<file path="config.mk">
export PLATFORM = sky130hd
export DESIGN_NAME = infix_to_postfix_converter
export DESIGN_NICKNAME = d
export VERILOG_FILES = /design/src/rtl/itp_pkg.sv /design/src/rtl/itp_cell.sv /design/src/rtl/itp_seq.sv /design/src/rtl/infix_to_postfix_converter.sv
export SDC_FILE = /design/constraint.sdc
export NUM_CORES = 1
export LEC_CHECK = 0
export BUFFER_PORTS_ARGS = -buffer_cell sky130_fd_sc_hd__buf_2
export CAP_MARGIN = 20
export CORE_MARGIN = 1.5
export CORE_UTILIZATION = 40
export DETAILED_ROUTE_END_ITERATION = 8
export PLACE_DENSITY = 0.66
export SLEW_MARGIN = 20
export SYNTH_ARGS = -nofsm -noshare
export SYNTH_HDL_FRONTEND = slang
export SYNTH_SLANG_ARGS = --single-unit
</file>
<file path="constraint.sdc">
create_clock -name clock -period 11.7 [get_ports clock]
set_clock_uncertainty 0.2 [all_clocks]
set_input_delay 2.34 -clock clock [delete_from_list [all_inputs] [get_ports clock]]
set_output_delay 2.34 -clock clock [all_outputs]
set_load 0.1 [all_outputs]
</file>
<file path="src/rtl/itp_pkg.sv">
// Shared types, codes and character helpers for the infix to postfix converter.
package itp_pkg;

   typedef logic [2:0] code_type;
   typedef logic [1:0] prec_type;
   typedef logic [7:0] char_type;

   localparam code_type CODE_LPAREN = 3'd0;
   localparam code_type CODE_PLUS   = 3'd1;
   localparam code_type CODE_MINUS  = 3'd2;
   localparam code_type CODE_MUL    = 3'd3;
   localparam code_type CODE_DIV    = 3'd4;

   localparam char_type CHAR_PLUS   = 8'h2B;
   localparam char_type CHAR_MINUS  = 8'h2D;
   localparam char_type CHAR_MUL    = 8'h2A;
   localparam char_type CHAR_DIV    = 8'h2F;
   localparam char_type CHAR_LPAREN = 8'h28;
   localparam char_type CHAR_RPAREN = 8'h29;
   localparam char_type CHAR_SPACE  = 8'h20;

   // One stack entry as held by a cell.
   typedef struct packed {
      logic     valid;
      code_type code;
   } entry_type;

   // Command from the sequencer to the cell chain.
   typedef struct packed {
      logic     push;
      logic     pop;
      code_type code;
   } stack_op_type;

   // What the sequencer sees of the chain.
   typedef struct packed {
      entry_type top;
      logic      full;
   } stack_stat_type;

   function automatic char_type code_char(input code_type code);
      char_type c;
      unique case (code)
         CODE_LPAREN: c = CHAR_LPAREN;
         CODE_PLUS:   c = CHAR_PLUS;
         CODE_MINUS:  c = CHAR_MINUS;
         CODE_MUL:    c = CHAR_MUL;
         CODE_DIV:    c = CHAR_DIV;
         default:     c = CHAR_LPAREN;
      endcase
      return c;
   endfunction

   function automatic prec_type prec_of(input code_type code);
      prec_type p;
      unique case (code)
         CODE_PLUS, CODE_MINUS: p = 2'd1;
         CODE_MUL, CODE_DIV:    p = 2'd2;
         default:               p = 2'd0;
      endcase
      return p;
   endfunction

   function automatic logic is_alnum(input char_type c);
      return ((c >= 8'h30) && (c <= 8'h39)) || ((c >= 8'h41) && (c <= 8'h5A)) ||
             ((c >= 8'h61) && (c <= 8'h7A));
   endfunction

endpackage

</file>
<file path="src/rtl/itp_cell.sv">
// One stack cell: holds an entry and shifts toward or away from the top.
module itp_cell (
   input  logic              clock,
   input  logic              reset,
   input  logic              shift_down,
   input  logic              shift_up,
   input  itp_pkg::entry_type upper,
   input  itp_pkg::entry_type lower,
   output itp_pkg::entry_type entry
);

   logic              valid_ff, valid_in;
   itp_pkg::code_type code_ff, code_in;

   always_comb begin
      valid_in = valid_ff;
      code_in  = code_ff;
      if (shift_down) begin
         valid_in = upper.valid;
         code_in  = upper.code;
      end else if (shift_up) begin
         valid_in = lower.valid;
         code_in  = lower.code;
      end
   end

   always_ff @(posedge clock) begin
      if (reset) begin
         valid_ff <= 1'b0;
      end else begin
         valid_ff <= valid_in;
      end
      code_ff <= code_in;
   end

   assign entry.valid = valid_ff;
   assign entry.code  = code_ff;

endmodule

</file>
<file path="src/rtl/itp_seq.sv">
// Sequencer: walks one character through push, pop and flush steps and emits results.
module itp_seq (
   input  logic                     clock,
   input  logic                     reset,
   input  logic                     req_tvalid,
   output logic                     req_tready,
   input  logic [7:0]               req_tdata,
   input  logic                     req_tlast,
   output logic                     rsp_tvalid,
   input  logic                     rsp_tready,
   output logic [7:0]               rsp_tdata,
   output logic                     rsp_tlast,
   output logic [1:0]               rsp_tuser,
   output itp_pkg::stack_op_type    stack_op,
   input  itp_pkg::stack_stat_type  stack_stat
);

   localparam logic [1:0] S_IDLE  = 2'd0;
   localparam logic [1:0] S_MAIN  = 2'd1;
   localparam logic [1:0] S_FLUSH = 2'd2;

   logic [1:0]         state_ff, state_in;
   itp_pkg::char_type  sym_ff, sym_in;
   logic               end_ff, end_in;
   logic               ovf_ff, ovf_in;
   logic               pend_valid_ff, pend_valid_in;
   itp_pkg::char_type  pend_sym_ff, pend_sym_in;
   logic               pend_ovf_ff, pend_ovf_in;
   logic               rsp_valid_ff, rsp_valid_in;
   itp_pkg::char_type  rsp_sym_ff, rsp_sym_in;
   logic               rsp_last_ff, rsp_last_in;
   logic               rsp_done_ff, rsp_done_in;
   logic               rsp_ovf_ff, rsp_ovf_in;

   logic               adv, accept, out_load;
   logic               emit, fin, push, pop, set_ovf, main_done;
   logic [1:0]         next_state;
   itp_pkg::char_type  emit_sym;
   itp_pkg::code_type  op_code, push_code;
   logic               is_op, top_ge;

   always_comb begin
      is_op   = 1'b1;
      op_code = itp_pkg::CODE_PLUS;
      unique case (sym_ff)
         itp_pkg::CHAR_PLUS:  op_code = itp_pkg::CODE_PLUS;
         itp_pkg::CHAR_MINUS: op_code = itp_pkg::CODE_MINUS;
         itp_pkg::CHAR_MUL:   op_code = itp_pkg::CODE_MUL;
         itp_pkg::CHAR_DIV:   op_code = itp_pkg::CODE_DIV;
         default:             is_op = 1'b0;
      endcase
   end

   assign top_ge = stack_stat.top.valid &&
                   (itp_pkg::prec_of(stack_stat.top.code) >= itp_pkg::prec_of(op_code));

   // The sequencer only steps while the output register has room.
   assign adv = (state_ff != S_IDLE) && (!rsp_valid_ff || rsp_tready);

   always_comb begin
      emit       = 1'b0;
      emit_sym   = itp_pkg::code_char(stack_stat.top.code);
      fin        = 1'b0;
      push       = 1'b0;
      pop        = 1'b0;
      push_code  = op_code;
      set_ovf    = 1'b0;
      main_done  = 1'b0;
      next_state = state_ff;
      unique case (state_ff)
         S_MAIN: begin
            priority if (itp_pkg::is_alnum(sym_ff)) begin
               emit      = 1'b1;
               emit_sym  = sym_ff;
               main_done = 1'b1;
            end else if (sym_ff == itp_pkg::CHAR_LPAREN) begin
               push_code = itp_pkg::CODE_LPAREN;
               set_ovf   = stack_stat.full;
               push      = !stack_stat.full;
               main_done = 1'b1;
            end else if (sym_ff == itp_pkg::CHAR_RPAREN) begin
               if (stack_stat.top.valid && (stack_stat.top.code != itp_pkg::CODE_LPAREN)) begin
                  pop  = 1'b1;
                  emit = 1'b1;
               end else begin
                  // Discard the matching open paren if there is one.
                  pop       = stack_stat.top.valid;
                  main_done = 1'b1;
               end
            end else if (is_op) begin
               if (top_ge) begin
                  pop  = 1'b1;
                  emit = 1'b1;
               end else begin
                  set_ovf   = stack_stat.full;
                  push      = !stack_stat.full;
                  main_done = 1'b1;
               end
            end else begin
               main_done = 1'b1;
            end
            if (main_done) begin
               if (end_ff) begin
                  next_state = S_FLUSH;
               end else begin
                  fin = 1'b1;
               end
            end
         end
         S_FLUSH: begin
            if (stack_stat.top.valid) begin
               pop  = 1'b1;
               emit = (stack_stat.top.code != itp_pkg::CODE_LPAREN);
            end else begin
               fin = 1'b1;
            end
         end
         S_IDLE: begin
         end
         default: begin
         end
      endcase
   end

   assign req_tready = (state_ff == S_IDLE) || (adv && fin);
   assign accept     = req_tvalid && req_tready;

   // A result waits in the pending slot until it is known whether another follows.
   assign out_load = adv && ((emit && (pend_valid_ff || fin)) || (fin && pend_valid_ff));

   always_comb begin
      rsp_valid_in = out_load ? 1'b1 : (rsp_valid_ff && !rsp_tready);
      rsp_sym_in   = rsp_sym_ff;
      rsp_last_in  = rsp_last_ff;
      rsp_done_in  = rsp_done_ff;
      rsp_ovf_in   = rsp_ovf_ff;
      if (out_load) begin
         if (emit && fin) begin
            rsp_sym_in = emit_sym;
            rsp_ovf_in = ovf_ff;
         end else begin
            rsp_sym_in = pend_sym_ff;
            rsp_ovf_in = pend_ovf_ff;
         end
         rsp_last_in = fin;
         rsp_done_in = fin && end_ff;
      end

      pend_valid_in = pend_valid_ff;
      pend_sym_in   = pend_sym_ff;
      pend_ovf_in   = pend_ovf_ff;
      if (adv && emit && !fin) begin
         pend_valid_in = 1'b1;
         pend_sym_in   = emit_sym;
         pend_ovf_in   = ovf_ff;
      end else if (adv && fin) begin
         pend_valid_in = 1'b0;
      end

      ovf_in = ovf_ff;
      if (adv && set_ovf) begin
         ovf_in = 1'b1;
      end
      if (adv && fin && end_ff) begin
         ovf_in = 1'b0;
      end

      state_in = state_ff;
      sym_in   = sym_ff;
      end_in   = end_ff;
      if (accept) begin
         state_in = S_MAIN;
         sym_in   = req_tdata;
         end_in   = req_tlast;
      end else if (adv && fin) begin
         state_in = S_IDLE;
      end else if (adv) begin
         state_in = next_state;
      end
   end

   always_ff @(posedge clock) begin
      if (reset) begin
         state_ff      <= S_IDLE;
         ovf_ff        <= 1'b0;
         pend_valid_ff <= 1'b0;
         rsp_valid_ff  <= 1'b0;
      end else begin
         state_ff      <= state_in;
         ovf_ff        <= ovf_in;
         pend_valid_ff <= pend_valid_in;
         rsp_valid_ff  <= rsp_valid_in;
      end
      sym_ff      <= sym_in;
      end_ff      <= end_in;
      pend_sym_ff <= pend_sym_in;
      pend_ovf_ff <= pend_ovf_in;
      rsp_sym_ff  <= rsp_sym_in;
      rsp_last_ff <= rsp_last_in;
      rsp_done_ff <= rsp_done_in;
      rsp_ovf_ff  <= rsp_ovf_in;
   end

   assign stack_op.push = adv && push;
   assign stack_op.pop  = adv && pop;
   assign stack_op.code = push_code;

   assign rsp_tvalid = rsp_valid_ff;
   assign rsp_tdata  = rsp_sym_ff;
   assign rsp_tlast  = rsp_last_ff;
   assign rsp_tuser  = {rsp_ovf_ff, rsp_done_ff};

   a_push_not_full: assert property (@(posedge clock) disable iff (reset)
      stack_op.push |-> !stack_stat.full)
      else $error("push issued onto a full stack");

   a_pop_not_empty: assert property (@(posedge clock) disable iff (reset)
      stack_op.pop |-> stack_stat.top.valid)
      else $error("pop issued on an empty stack");

   a_one_stack_op: assert property (@(posedge clock) disable iff (reset)
      !(stack_op.push && stack_op.pop))
      else $error("push and pop in the same cycle");

   a_idle_no_pending: assert property (@(posedge clock) disable iff (reset)
      (state_ff == S_IDLE) |-> !pend_valid_ff)
      else $error("pending result left behind after a transaction finished");

   a_direct_emit_empty: assert property (@(posedge clock) disable iff (reset)
      (adv && emit && fin) |-> !pend_valid_ff)
      else $error("direct result would overtake a pending one");

endmodule

</file>
<file path="src/rtl/infix_to_postfix_converter.sv">
// Top level of the shunting-yard infix to postfix converter.
//
// Usage: feed one ASCII character per req_ transaction, req_tlast set on the final
// character of an expression. Letters and digits come back on rsp_ at once; operators
// are held in a chain of STACK_DEPTH cells, where the top cell is cell zero and a push
// or pop shifts every cell one place in the same cycle.
// For each character the sequencer first pops and emits every stacked operator that
// it displaces, then handles the character; a matching open paren is dropped in that
// last step. At end of expression a flush then pops every stacked entry and emits all
// but open parens. A result reaches the rsp_ output register directly or through a
// pending slot, where it waits to learn whether it is the last one of its transaction.
// rsp_tlast marks the last result caused by one input character, rsp_tuser[0] the final
// character of the postfix expression, rsp_tuser[1] an earlier push dropped on a full
// stack. A character that produces nothing (a space, a push) gives no rsp_ transaction.
// While rsp_tready is low and the output register is full, the sequencer and the stack
// hold still; req_tready is high while the sequencer is idle and in the step that
// finishes a character. Reset empties the stack and clears the overflow flag and
// all valid flags; no clearing pass is needed.
module infix_to_postfix_converter #(
   parameter int STACK_DEPTH = 32
) (
   input  logic       clock,
   input  logic       reset,
   input  logic       req_tvalid,
   output logic       req_tready,
   input  logic [7:0] req_tdata,   // symbol_in[7:0]
   input  logic       req_tlast,   // expr_end
   output logic       rsp_tvalid,
   input  logic       rsp_tready,
   output logic [7:0] rsp_tdata,   // symbol_out[7:0]
   output logic       rsp_tlast,   // run_last
   output logic [1:0] rsp_tuser    // postfix_done, stack_overflow
);

   itp_pkg::stack_op_type   stack_op;
   itp_pkg::stack_stat_type stack_stat;
   itp_pkg::entry_type      entries [STACK_DEPTH];
   itp_pkg::entry_type      push_entry;
   itp_pkg::entry_type      empty_entry;

   assign push_entry.valid  = 1'b1;
   assign push_entry.code   = stack_op.code;
   assign empty_entry.valid = 1'b0;
   assign empty_entry.code  = itp_pkg::CODE_LPAREN;

   for (genvar i = 0; i < STACK_DEPTH; i++) begin : g_cell
      itp_pkg::entry_type upper;
      itp_pkg::entry_type lower;
      if (i == 0) begin : g_top
         assign upper = push_entry;
      end else begin : g_mid
         assign upper = entries[i-1];
      end
      if (i == STACK_DEPTH - 1) begin : g_bottom
         assign lower = empty_entry;
      end else begin : g_above
         assign lower = entries[i+1];
      end
      itp_cell u_cell (
         .clock      (clock),
         .reset      (reset),
         .shift_down (stack_op.push),
         .shift_up   (stack_op.pop),
         .upper      (upper),
         .lower      (lower),
         .entry      (entries[i])
      );
   end

   assign stack_stat.top  = entries[0];
   assign stack_stat.full = entries[STACK_DEPTH-1].valid;

   itp_seq u_seq (
      .clock      (clock),
      .reset      (reset),
      .req_tvalid (req_tvalid),
      .req_tready (req_tready),
      .req_tdata  (req_tdata),
      .req_tlast  (req_tlast),
      .rsp_tvalid (rsp_tvalid),
      .rsp_tready (rsp_tready),
      .rsp_tdata  (rsp_tdata),
      .rsp_tlast  (rsp_tlast),
      .rsp_tuser  (rsp_tuser),
      .stack_op   (stack_op),
      .stack_stat (stack_stat)
   );

endmodule
</file>
; Yosys cells after proc, flatten, opt, wreduce, memory -nomap -nowiden
; Cells that the tools add are included.
[totals]
reg_bits = 162
[op_classes]
order_cmp = 7
n_eq_ne = 16
reduce_logical = 48
muxes = 186
[ops]
columns = cell, count
row1 = 3-bit 2-to-1 mux, 67
row2 = 1-bit 2-to-1 mux, 109
row3 = "8-bit by 6-bit equality test with 1-bit output, second input constant", 6
row4 = 8-bit 2-to-1 mux, 3
row5 = 1-bit logical AND, 20
row6 = "8-bit by 7-bit >= comparator with 1-bit output, second input constant", 2
row7 = "8-bit by 7-bit <= comparator with 1-bit output, second input constant", 2
row8 = 3-bit nonzero test, 5
row9 = "3-bit by 2-bit equality test with 1-bit output, second input constant", 4
row10 = 3-bit one-hot mux with 4 select lines, 1
row11 = 2-bit OR reduction, 5
row12 = 3-bit one-hot mux with 3 select lines, 1
row13 = "8-bit by 6-bit >= comparator with 1-bit output, second input constant", 1
row14 = "8-bit by 6-bit <= comparator with 1-bit output, second input constant", 1
row15 = 2-bit one-hot mux with 2 select lines, 2
row16 = 4-bit AND reduction, 2
row17 = "3-bit by 1-bit equality test with 1-bit output, second input constant", 2
row18 = "3-bit equality test, second input constant", 2
row19 = 1-bit logical OR, 6
row20 = 1-bit one-hot mux with 2 select lines, 3
row21 = 2-bit nonzero test, 3
row22 = 1-bit zero test, 4
row23 = 4-bit OR reduction, 1
row24 = 3-bit OR reduction, 1
row25 = other kinds (4), 4

; Logic depth before layout (Yosys ltp)
; Gate-level depths: netlist of the first run.
[depth]
ltp_word = 20
ltp_mapped = 13

; Cells and area by module
; From an unflattened synthesis of the first run, not the netlist that was laid out.
[unflattened]
hier_cells = 577
hier_area_um2 = 8245.4
[modules_own_cells]
columns = mod, n_inst, cells_each, area_each_um2, seq_area_each_um2
row1 = itp_cell, 32, 13, 197.7, 110.1
row2 = itp_seq, 1, 159, 1911.8, 970.9
row3 = infix_to_postfix_converter, 1, 2, 7.5, 0.0

; Worst setup path before layout of the first run
; No wires, ideal clock.
[synth_path]
path_kind = input to output
start = in rsp_tready
end = out req_tready
path_slack_ns = 5.364
cell_stages = 6
required_time_ns = 9.160
arrival_time_ns = 3.796
path_cell_list = nand2b_1 > and3_1 > buf_2 > clkbuf_1 > o21a_1 > or2_2
[synth_between]
elab_chain_len = 4
[synth_lines]
columns = item, line_no
row1 = "start, declared", infix_to_postfix_converter.sv:29  ; input logic rsp_tready,
row2 = 1-bit logical OR, itp_seq.sv:58  ; assign adv = (state_ff != S_IDLE) && (!rsp_valid_ff || rsp_tready);
row3 = 1-bit logical AND, itp_seq.sv:58
row4 = 1-bit logical AND, itp_seq.sv:125  ; assign req_tready = (state_ff == S_IDLE) || (adv && fin);
row5 = 1-bit logical OR, itp_seq.sv:125
row6 = "end, declared", infix_to_postfix_converter.sv:25  ; output logic req_tready,
; Every way passes these cells.

; Worst setup path in the final report of the first run
[layout_path]
start = reg u_seq.sym_ff[6]
end = out req_tready
[layout_between]
elab_chain_len = 17
[layout_lines]
columns = item, line_no
row1 = "start, declared", itp_seq.sv:23  ; itp_pkg::char_type sym_ff, sym_in;
row2 = "start signal, assigned", itp_seq.sv:194  ; sym_ff <= sym_in;
row3 = 8-bit by 6-bit equality test with 1-bit output, itp_seq.sv:45  ; unique case (sym_ff)
row4 = 3-bit one-hot mux with 3 select lines, itp_seq.sv:45
row5 = 3-bit by 2-bit equality test with 1-bit output (tied with other cells), itp_pkg.sv:56  ; unique case (code)
row6 = 2-bit OR reduction, itp_pkg.sv:56
row7 = 2-bit one-hot mux with 2 select lines, itp_pkg.sv:56
row8 = 2-bit >= comparator, itp_seq.sv:55  ; (itp_pkg::prec_of(stack_stat.top.code) >= itp_pkg::prec_of(op_code));
row9 = 1-bit logical AND, itp_seq.sv:54  ; assign top_ge = stack_stat.top.valid &&
row10 = 1-bit 2-to-1 mux, itp_seq.sv:91  ; if (top_ge) begin
row11 = 1-bit 2-to-1 mux, itp_seq.sv:90  ; end else if (is_op) begin
row12 = 1-bit 2-to-1 mux, itp_seq.sv:81  ; end else if (sym_ff == itp_pkg::CHAR_RPAREN) begin
row13 = 1-bit 2-to-1 mux, itp_seq.sv:76  ; end else if (sym_ff == itp_pkg::CHAR_LPAREN) begin
row14 = 1-bit 2-to-1 mux (*), itp_seq.sv:72  ; priority if (itp_pkg::is_alnum(sym_ff)) begin
row15 = 1-bit 2-to-1 mux (*), itp_seq.sv:70  ; unique case (state_ff)
row16 = 1-bit 2-to-1 mux (*), itp_seq.sv:102  ; if (main_done) begin
row17 = 1-bit one-hot mux with 2 select lines (*), itp_seq.sv:70
row18 = 1-bit logical AND (*), itp_seq.sv:125
row19 = 1-bit logical OR (*), itp_seq.sv:125
; Every way passes the cells marked *; elsewhere a longest branch is shown, timed or not. The select of a mux whose other input is x is not followed.

==> flow_summary_export.csv, run 1 <==
group,metric,value,unit
routing,drt_wl_total,17770,microns
synth,yosysSeqAreaShare,51.96,%
layout,syn_to_final_growth,9.880,%
run,cap_violations,0,
synth,ys.flop_type,"edfxtp_1",
routing,dr.first_iter.drc_count,693,
setup_path,regToRegEndpoint,"g_cell[6].u_cell.code_ff[0]",
floorplan,boundaryPins,26,
floorplan,start_util,41.02,%
layout,final_area,9504,sq um
power,power_density,138.4,nW/um^2
power,power.leakage,0.003232,uW
synth,yosys-top-cells-count,"edfxtp_1 (125), mux2_1 (68), mux2_2 (62)",
sta,period_needed,6373,ps
synth,synth_top_area_cell,"edfxtp_1",
synth,synth-edff-count,125,
setup_path,critPathKind,"flip-flop to primary output",
synth,synth_area,8650,sq um
floorplan,die-width,150.1,microns
clock_network,cts_setup_buffers,0,
synth,synth-seq-cells,162,
layout,drive_gt1_share,26.18,%
synth,syn_inst,682,
setup_path,slowest_delay,470,ps
hold_path,hp-class,"flip-flop to flip-flop",
hold_path,hp-start,"u_seq.ovf_ff",
power,vdd_drop_max,102.8,uV
sta,rsz0062_at_grt,"false",
synth,yosys-top-cells-area,"edfxtp_1 (43%), mux2_1 (8.9%), dfxtp_1 (8.6%)",
synth,syn_area_per_cell,12.68,sq um
routing,ant_nets,0,
floorplan,dieHeight,150.1,microns
grt,grt_util_all_layers,16.23,%
routing,first_pass_iters,5,
setup_path,worstPathMaxFanout,8,
clock_network,cts_resized,0,
hold_path,hold_depth,0,
sta,setup_viol,0,
floorplan,core_area,21090,sq um
setup_path,worstPathArrival,3830,ps
synth,synth_top_area_share,43.40,%
layout,fin_nets,685,
setup_path,path_cells,"nand4bb_1, nor2_2, nand4_1, ha_1, nand2b_1, a211o_1, a41oi_1, o21a_1, or2_2, buf_2",
grt,antenna_found_initial,0,
setup_path,cp.required,9160,ps
setup_path,crit_slowest_cell,"edfxtp_1",
sta,post-route-period-util,54.47,%
clock_network,numCtsBuffers,17,
clock_network,cts_buffer_depth,2,
floorplan,rows,53,
floorplan,fp.dieArea,22520,sq um
grt,grt_overflow,0,
synth,yosys_warnings,0,
clock_network,cts.htree.levels,4,
synth,async_flop_share,0,%
routing,viasPerCell,6.136,
sta,setup_tns,0,ps
grt,grt_pass1_vias,5726,
hold_path,worstHoldEndpoint,"u_seq.pend_ovf_ff",
run_status,status,"finished, final reports clean",
setup_path,crit_family,"simple AND/OR/NAND/NOR gates",
clock_network,hold_buffers,0,
placed_design,dp_hpwl,10080,microns
routing,route.detailed.drc,0,
setup_path,rrSetupSlack,6870,ps
layout,num_antenna_cells,0,
placed_design,dpl_cell_area,8921,sq um
placed_design,place.gp.congestion,0.8400,
clock_network,cts_tree,"done",
routing,wire_per_inst,18.61,microns
synth,synth.most_common_cell,"edfxtp_1",
setup_path,cp-start-kind,"flip-flop",
setup_path,r2r_start,"u_seq.sym_ff[6]",
sta,tightestPinTransition,1001,ps
synth,synth_nets,700,
sta,max_freq,156.9,MHz
grt,grt_max_degree,97,
sta,slew_headroom,33.05,%
clock_network,clk_pin_slew,70,ps
sta,slew_viol_final,0,
setup_path,r2r_cells,11,
routing,num_vias,5860,
placed_design,io_buffers,25,
clock_network,cts_root_buf,"clkbuf_16",
setup_path,path_buf_inv,1,
grt,grt_pass1_wl,29510,microns
clock_network,worstSkewPairLatency,420,ps
sta,finalHoldViolations,0,
setup_path,end_kind,"primary output",
synth,ys_types,59,
clock_network,numClockSinks,162,
[stage by stage]
stage          utilization, %  instances  worst slack [ps]  power (uW)  hold WS (ps)
3_5_place_dp            42.30        923              5592       790.9         298.1
4_1_cts                 45.00        955              5323        1325         315.1
2_1_floorplan               -        682              5364       758.0         226.7
5_1_grt                 45.07        955              5118        1363         313.5
6_report                45.07        955              5327        1315         309.1
3_3_place_gp            42.23        922              5621       786.3         289.0
[cells in the final DEF (no fill, tap or decap), types with 3 or more instances in the layout]
cell type,instances
a2111oi_0,30
a211o_1,3
a211oi_1,32
a21oi_1,4
a311oi_1,30
and2_1,7
and3_1,33
buf_2,25
buf_4,11
clkbuf_16,17
clkinvlp_4,3
dfxtp_1,37
edfxtp_1,125
ha_1,4
inv_1,14
inv_6,6
mux2_1,68
mux2_2,62
mux2i_1,3
nand2_1,6
nand2b_1,8
nand3_1,3
nand4_1,4
nor2_1,10
nor2b_1,4
nor3_1,5
o211ai_1,3
o21ai_0,6
o21ai_2,3
o311a_1,30
or2_2,35
[flip-flops by register name, summed over array words and instances (netlist names)]
name,count
g_cell.u_cell.code_ff,96
g_cell.u_cell.valid_ff,32
u_seq.pend_sym_ff,8
u_seq.rsp_tdata,8
u_seq.sym_ff,8
u_seq.state_ff,2
u_seq.end_ff,1
u_seq.ovf_ff,1
u_seq.pend_ovf_ff,1
u_seq.pend_valid_ff,1
u_seq.rsp_done_ff,1
u_seq.rsp_ovf_ff,1
u_seq.rsp_tlast,1
u_seq.rsp_tvalid,1
[layer usage]
layer  wire length (microns)  GRT usage (%)
met3                     925          3.811
met1                    8097          21.92
met4                     131          4.559
met2                    8616          25.96
met5                       0              0
[where the power goes]
group          total (uW)  internal, uW  switching [uW]
Clock                 533           281             251
Sequential            644           629            15.8
Combinational         138          50.2            87.9
[worst max path at each step]
stage,from,to,depth (start not counted)
after global routing,u_seq.sym_ff[6],req_tready,10
after global placement,rsp_tready,req_tready,6
final,u_seq.sym_ff[6],req_tready,10
after floorplan,rsp_tready,req_tready,6
after detailed placement,rsp_tready,req_tready,6
after CTS,u_seq.sym_ff[6],req_tready,10
[logic make-up (layout without fill, tap and decap cells)]
group                    after synthesis  in the layout  share of synthesized area, %
XOR/XNOR                               2              2                        0.2026
AND/OR/NAND/NOR                      124            124                         8.520
AO/OA/AOI/OAI                        169            169                         16.62
other                                  1              1                       0.04335
adder cells (fa/ha/maj)                5              5                        0.7233
buffers and inverters                 86             84                         4.658
flip-flops                           162            162                         51.96
multiplexers                         133            133                         17.27
[cell type report]
cell class | count | area [sq um]
Fill cell | 1905 | 11580
Multi-Input combinational cell | 434 | 3811
Timing Repair Buffer | 38 | 234.0
Tap cell | 275 | 344.1
Inverter | 14 | 52.55
Clock buffer | 17 | 425.4
Sequential cell | 162 | 4494
Clock inverter | 15 | 142.6
Note: power is estimated with default switching activity, not from simulation.
==> run 2, diff against run 1 <==
==> constraint.sdc (replaced) <==
create_clock -name clock -period 6.3 [get_ports clock]
set_clock_uncertainty 0.2 [all_clocks]
set_input_delay 1.26 -clock clock [delete_from_list [all_inputs] [get_ports clock]]
set_output_delay 1.26 -clock clock [all_outputs]
set_load 0.1 [all_outputs]
==> flow_summary_export.csv, run 2 (synthesis gave the netlist of run 1 again) <==
group,metric,value,unit
floorplan,start_util,41.02,%
floorplan,boundaryPins,26,
run_status,status,"finished, final reports clean",
floorplan,fp.dieArea,22520,sq um
sta,setup_viol,0,
power,vdd_drop_max,156.5,uV
placed_design,dp.cells,923,
hold_path,hp-class,"flip-flop to flip-flop",
clock_network,numCtsBuffers,17,
routing,route.detailed.drc,0,
setup_path,critPathKind,"flip-flop to primary output",
setup_path,r2r_cells,11,
sta,slew_viol_final,0,
setup_path,rrSetupSlack,1950,ps
placed_design,place_ws,1517,ps
setup_path,cp.required,4840,ps
setup_path,path_cells,"nand4bb_1, nor2_2, nand4_1, ha_1, nand2b_1, a211o_1, a41oi_1, o21a_1, or2_2, buf_2",
layout,final_common_cell,"edfxtp_1",
hold_path,hold_depth,0,
grt,antenna_found_initial,0,
sta,tightestPinTransition,882.8,ps
layout,num_antenna_cells,0,
grt,use_met1,22.66,%
floorplan,rows,53,
sta,holdWs,288.6,ps
clock_network,clk_pin_slew,70,ps
routing,dr.first_iter.drc_count,672,
setup_path,cp-start-kind,"flip-flop",
grt,grt_max_degree,97,
clock_network,cts_tree,"done",
layout,syn_to_final_growth,10.17,%
layout,fin_nets,685,
setup_path,crit_slowest_cell,"edfxtp_1",
run,cap_violations,0,
routing,viasPerCell,6.154,
routing,drt_wl_total,18150,microns
grt,grt_pass1_wl,30060,microns
grt,top_usage_layer,"met2",
grt,grt_pass1_vias,5833,
layout,largest_reg_flops,96,
clock_network,cts_setup_buffers,0,
sta,finalHoldViolations,0,
routing,first_pass_iters,5,
clock_network,numClockSinks,162,
layout,largest_register,"g_cell.u_cell.code_ff",
setup_path,end_kind,"primary output",
layout,reg_top3,"g_cell.u_cell.code_ff (96), g_cell.u_cell.valid_ff (32)",
placed_design,dp_hpwl,10310,microns
routing,num_vias,5877,
clock_network,cts_resized,0,
clock_network,hold_buffers,0,
sta,max_freq,189.4,MHz
sta,slew_headroom,39.62,%
routing,ant_nets,0,
routing,wire_per_inst,19.01,microns
power,power_density,263.7,nW/um^2
power,totalPowerFinal,2513,uW
setup_path,regToRegEndpoint,"g_cell[31].u_cell.code_ff[2]",
clock_network,cts.htree.levels,4,
grt,grt_overflow,0,
layout,finalNonFillerCells,955,
setup_path,crit_path_end,"req_tready",
grt,grt_util_all_layers,16.65,%
clock_network,worstSkewPairLatency,430,ps
sta,post-route-period-util,83.81,%
placed_design,place.gp.congestion,0.8837,
sta,period_needed,5280,ps
layout,drive_gt1_share,26.18,%
sta,setup_tns,0,ps
placed_design,io_buffers,25,
setup_path,worstPathMaxFanout,8,
power,power.leakage,0.003246,uW
layout,layout_common_cells,"edfxtp_1 (125), mux2_1 (68), mux2_2 (62)",
setup_path,slowest_delay,480,ps
floorplan,dieHeight,150.1,microns
sta,finalWorstSetupSlack,1020,ps
floorplan,die-width,150.1,microns
setup_path,crit_start,"u_seq.sym_ff[6]",
sta,rsz0062_at_grt,"false",
setup_path,worstPathArrival,3820,ps
setup_path,r2r_start,"u_seq.sym_ff[6]",
floorplan,core_area,21090,sq um
clock_network,cts_root_buf,"clkbuf_16",
grt,grtUsageMet3,4.390,%
clock_network,cts_buffer_depth,2,
grt,grtUsageMet2,26.03,%
==> run 2: changes by cell type in the layout (fill, tap and decap cells not counted), sizes merged <==
cell / previous run / this run
bufinv: 0 / 2
clkbuf: 17 / 18
clkinv: 4 / 2
inv: 22 / 21
==> run 2: how the worst min path moves through the flow <==
stage | end | from
final | u_seq.pend_ovf_ff | u_seq.ovf_ff
after global routing | u_seq.pend_ovf_ff | u_seq.ovf_ff
after CTS | u_seq.pend_ovf_ff | u_seq.ovf_ff
after detailed placement | u_seq.pend_ovf_ff | u_seq.ovf_ff
after global placement | u_seq.pend_ovf_ff | u_seq.ovf_ff
after floorplan | u_seq.pend_ovf_ff | u_seq.ovf_ff
==> run 2: cell type report <==
type | instances | area (sq um)
well taps | 275 | 344.1
repair buffers | 38 | 239.0
clock buffers | 18 | 429.2
fillers | 1892 | 11560
clock inverters | 14 | 166.4
flip-flops and latches | 162 | 4494
inverters | 14 | 52.55
multi-input cells | 434 | 3804
==> run 2: metal layers <==
| layer | vias to the layer above | wire length [microns] |
|---|---|---|
| met2 | 185 | 8750 |
| li1 | 2713 | - |
| met5 | - | 0 |
| met1 | 2967 | 8408 |
| met4 | 0 | 104 |
| met3 | 12 | 890 |
==> run 2: power by group <==
group          internal, uW  leakage, uW  switching [uW]
Clock                   597     0.000283             463
Sequential             1170      0.00142            32.0
Combinational          93.3      0.00155             160
Total                  1860      0.00325             654
==> run 2: worst max-delay path: cells and delay by family, from the launching register on <==
family,cells,cell delay (ps)
AOI/OAI and AO/OA,3,1060
and+or+nand+nor,5,1140
buffers and inverters,1,410
adders and majority gates,1,290
DFF,1,480
==> run 2: stage by stage <==
step,instance area [sq um],util (%)
final,9529,45.19
after detailed placement,8925,42.32
after global routing,9529,45.19
after global placement,8925,42.32
after floorplan,8650,-
after CTS,9520,45.15
==> run 3, diff against run 2 <==
==> constraint.sdc (replaced) <==
create_clock -name clock -period 5.3 [get_ports clock]
set_clock_uncertainty 0.2 [all_clocks]
set_input_delay 1.06 -clock clock [delete_from_list [all_inputs] [get_ports clock]]
set_output_delay 1.06 -clock clock [all_outputs]
set_load 0.1 [all_outputs]
==> flow_summary_export.csv, run 3 (synthesis gave the netlist of run 1 again) <==
group,metric,value,unit
power,power_density,309.2,nW/um^2
floorplan,fp.dieArea,22520,sq um
sta,tightestPinTransition,917.1,ps
placed_design,dp_hpwl,10270,microns
clock_network,numCtsBuffers,17,
sta,period_needed,4959,ps
routing,wire_per_inst,19.01,microns
setup_path,r2r_cells,11,
setup_path,path_buf_inv,1,
setup_path,cp.required,4040,ps
placed_design,place_ws,694.5,ps
grt,grt_max_degree,97,
routing,route.detailed.drc,0,
clock_network,cts_setup_buffers,0,
routing,dr.first_iter.drc_count,673,
power,clockPowerShare,41.3,%
grt,grt_pass1_wl,29890,microns
setup_path,worstPathMaxFanout,8,
setup_path,rrSetupSlack,930,ps
routing,first_pass_iters,5,
sta,slew_headroom,38.64,%
power,power.leakage,0.003252,uW
grt,grt_overflow,0,
sta,setup_tns,0,ps
layout,syn_to_final_growth,10.17,%
setup_path,crit_family,"simple AND/OR/NAND/NOR gates",
layout,num_antenna_cells,0,
clock_network,cts_buffer_depth,2,
power,intPower,2202,uW
grt,antenna_found_initial,0,
setup_path,slowest_delay,470,ps
floorplan,die-width,150.1,microns
clock_network,cts.htree.levels,4,
layout,drive_gt1_share,26.28,%
layout,largest_register,"g_cell.u_cell.code_ff",
clock_network,cts_root_buf,"clkbuf_16",
setup_path,worstPathArrival,3700,ps
floorplan,start_util,41.02,%
routing,num_vias,5875,
placed_design,io_buffers,25,
setup_path,r2r_start,"u_seq.sym_ff[6]",
hold_path,hp-class,"flip-flop to flip-flop",
floorplan,boundaryPins,26,
setup_path,path_cells,"nand4bb_1, nor2_2, nand4_1, ha_1, nand2b_1, a211o_1, a41oi_2, o21a_1, or2_2, buf_2",
floorplan,core_area,21090,sq um
sta,post-route-period-util,93.57,%
sta,holdWs,311.5,ps
layout,n_fill_cell,1862,
clock_network,numClockSinks,162,
sta,finalWorstSetupSlack,340.5,ps
routing,ant_nets,0,
power,combPwrFrac,10.3,%
setup_path,regToRegEndpoint,"g_cell[1].u_cell.code_ff[2]",
layout,layout_common_cells,"edfxtp_1 (125), mux2_1 (68), mux2_2 (62)",
routing,drt_wl_total,18170,microns
power,p_sw,744.6,uW
grt,grt_pass1_vias,5837,
hold_path,hp-start,"u_seq.ovf_ff",
run,cap_violations,0,
routing,viasPerCell,6.145,
power,pwr-share-seq,48.4,%
placed_design,place.gp.congestion,0.8761,
layout,final_common_cell,"edfxtp_1",
sta,slew_viol_final,0,
setup_path,crit_slowest_cell,"edfxtp_1",
clock_network,clk_pin_slew,70,ps
floorplan,rows,53,
layout,fin_nets,686,
sta,max_freq,201.6,MHz
layout,reg_top3,"g_cell.u_cell.code_ff (96), g_cell.u_cell.valid_ff (32)",
layout,largest_reg_flops,96,
hold_path,hold_depth,0,
sta,rsz0062_at_grt,"false",
clock_network,hold_buffers,0,
clock_network,cts_tree,"done",
floorplan,dieHeight,150.1,microns
clock_network,worstSkewPairLatency,430,ps
sta,finalHoldViolations,0,
hold_path,worstHoldEndpoint,"u_seq.pend_ovf_ff",
sta,setup_viol,0,
setup_path,critPathKind,"flip-flop to primary output",
clock_network,cts_resized,0,
setup_path,end_kind,"primary output",
setup_path,cp-start-kind,"flip-flop",
power,vdd_drop_max,201.9,uV
run_status,status,"finished, final reports clean",
grt,grt_util_all_layers,16.57,%
power,switching_share,25.27,%
==> run 3: layer usage <==
layer / global-route usage, % / vias to the layer above / wire length [microns]
met5: 0 / - / 0
met4: 6.078 / 0 / 201
met3: 4.024 / 21 / 1021
met2: 26.47 / 215 / 8842
met1: 21.78 / 2925 / 8105
li1: - / 2714 / -
==> run 3: power by group through the flow <==
stage / Sequential, uW / Clock, uW / Combinational, uW
CTS: 1430 / 1260 / 297
detailed placement: 1450 / 0 / 296
floorplan: 1440 / 0 / 238
global placement: 1450 / 0 / 289
global route: 1430 / 1300 / 327
finish: 1430 / 1220 / 304
==> run 3: worst register-to-register path: stages (launching register included) <==
cell	delay, ps
edfxtp_1	470
nand4bb_1	340
nor2_2	390
nand4_1	170
ha_1	300
nand2b_1	210
a21oi_1	360
o21ai_2	110
buf_4	260
a2111oi_4	440
buf_12	410
mux2_2	480
==> run 3: layout make-up <==
type	instances	area, sq um	area share, %
clock buffers	19	432.9	4.543
inverters	14	52.55	0.5515
flip-flops and latches	162	4494	47.16
well taps	275	344.1	3.611
clock inverters	13	148.9	1.563
repair buffers	39	246.5	2.587
multi-input cells	434	3810	39.98
==> run 3: stage by stage <==
step	cells	util, %	total power (uW)	instance area, sq um
2_1_floorplan	682	-	1673	8652
3_3_place_gp	924	42.36	1737	8932
3_5_place_dp	924	42.36	1749	8932
4_1_cts	956	45.12	2981	9514
5_1_grt	956	45.19	3061	9529
6_report	956	45.19	2946	9529
==> run 3: worst max-delay path by stage <==
stage	start	to	slack, ps	cells past startpoint
6_report	u_seq.sym_ff[6]	req_tready	340	10
2_1_floorplan	u_seq.sym_ff[0]	g_cell[0].u_cell.code_ff[0]	820	12
4_1_cts	u_seq.sym_ff[6]	req_tready	210	10
5_1_grt	u_seq.sym_ff[6]	req_tready	130	10
3_5_place_dp	u_seq.sym_ff[6]	req_tready	690	10
3_3_place_gp	u_seq.sym_ff[6]	req_tready	840	10
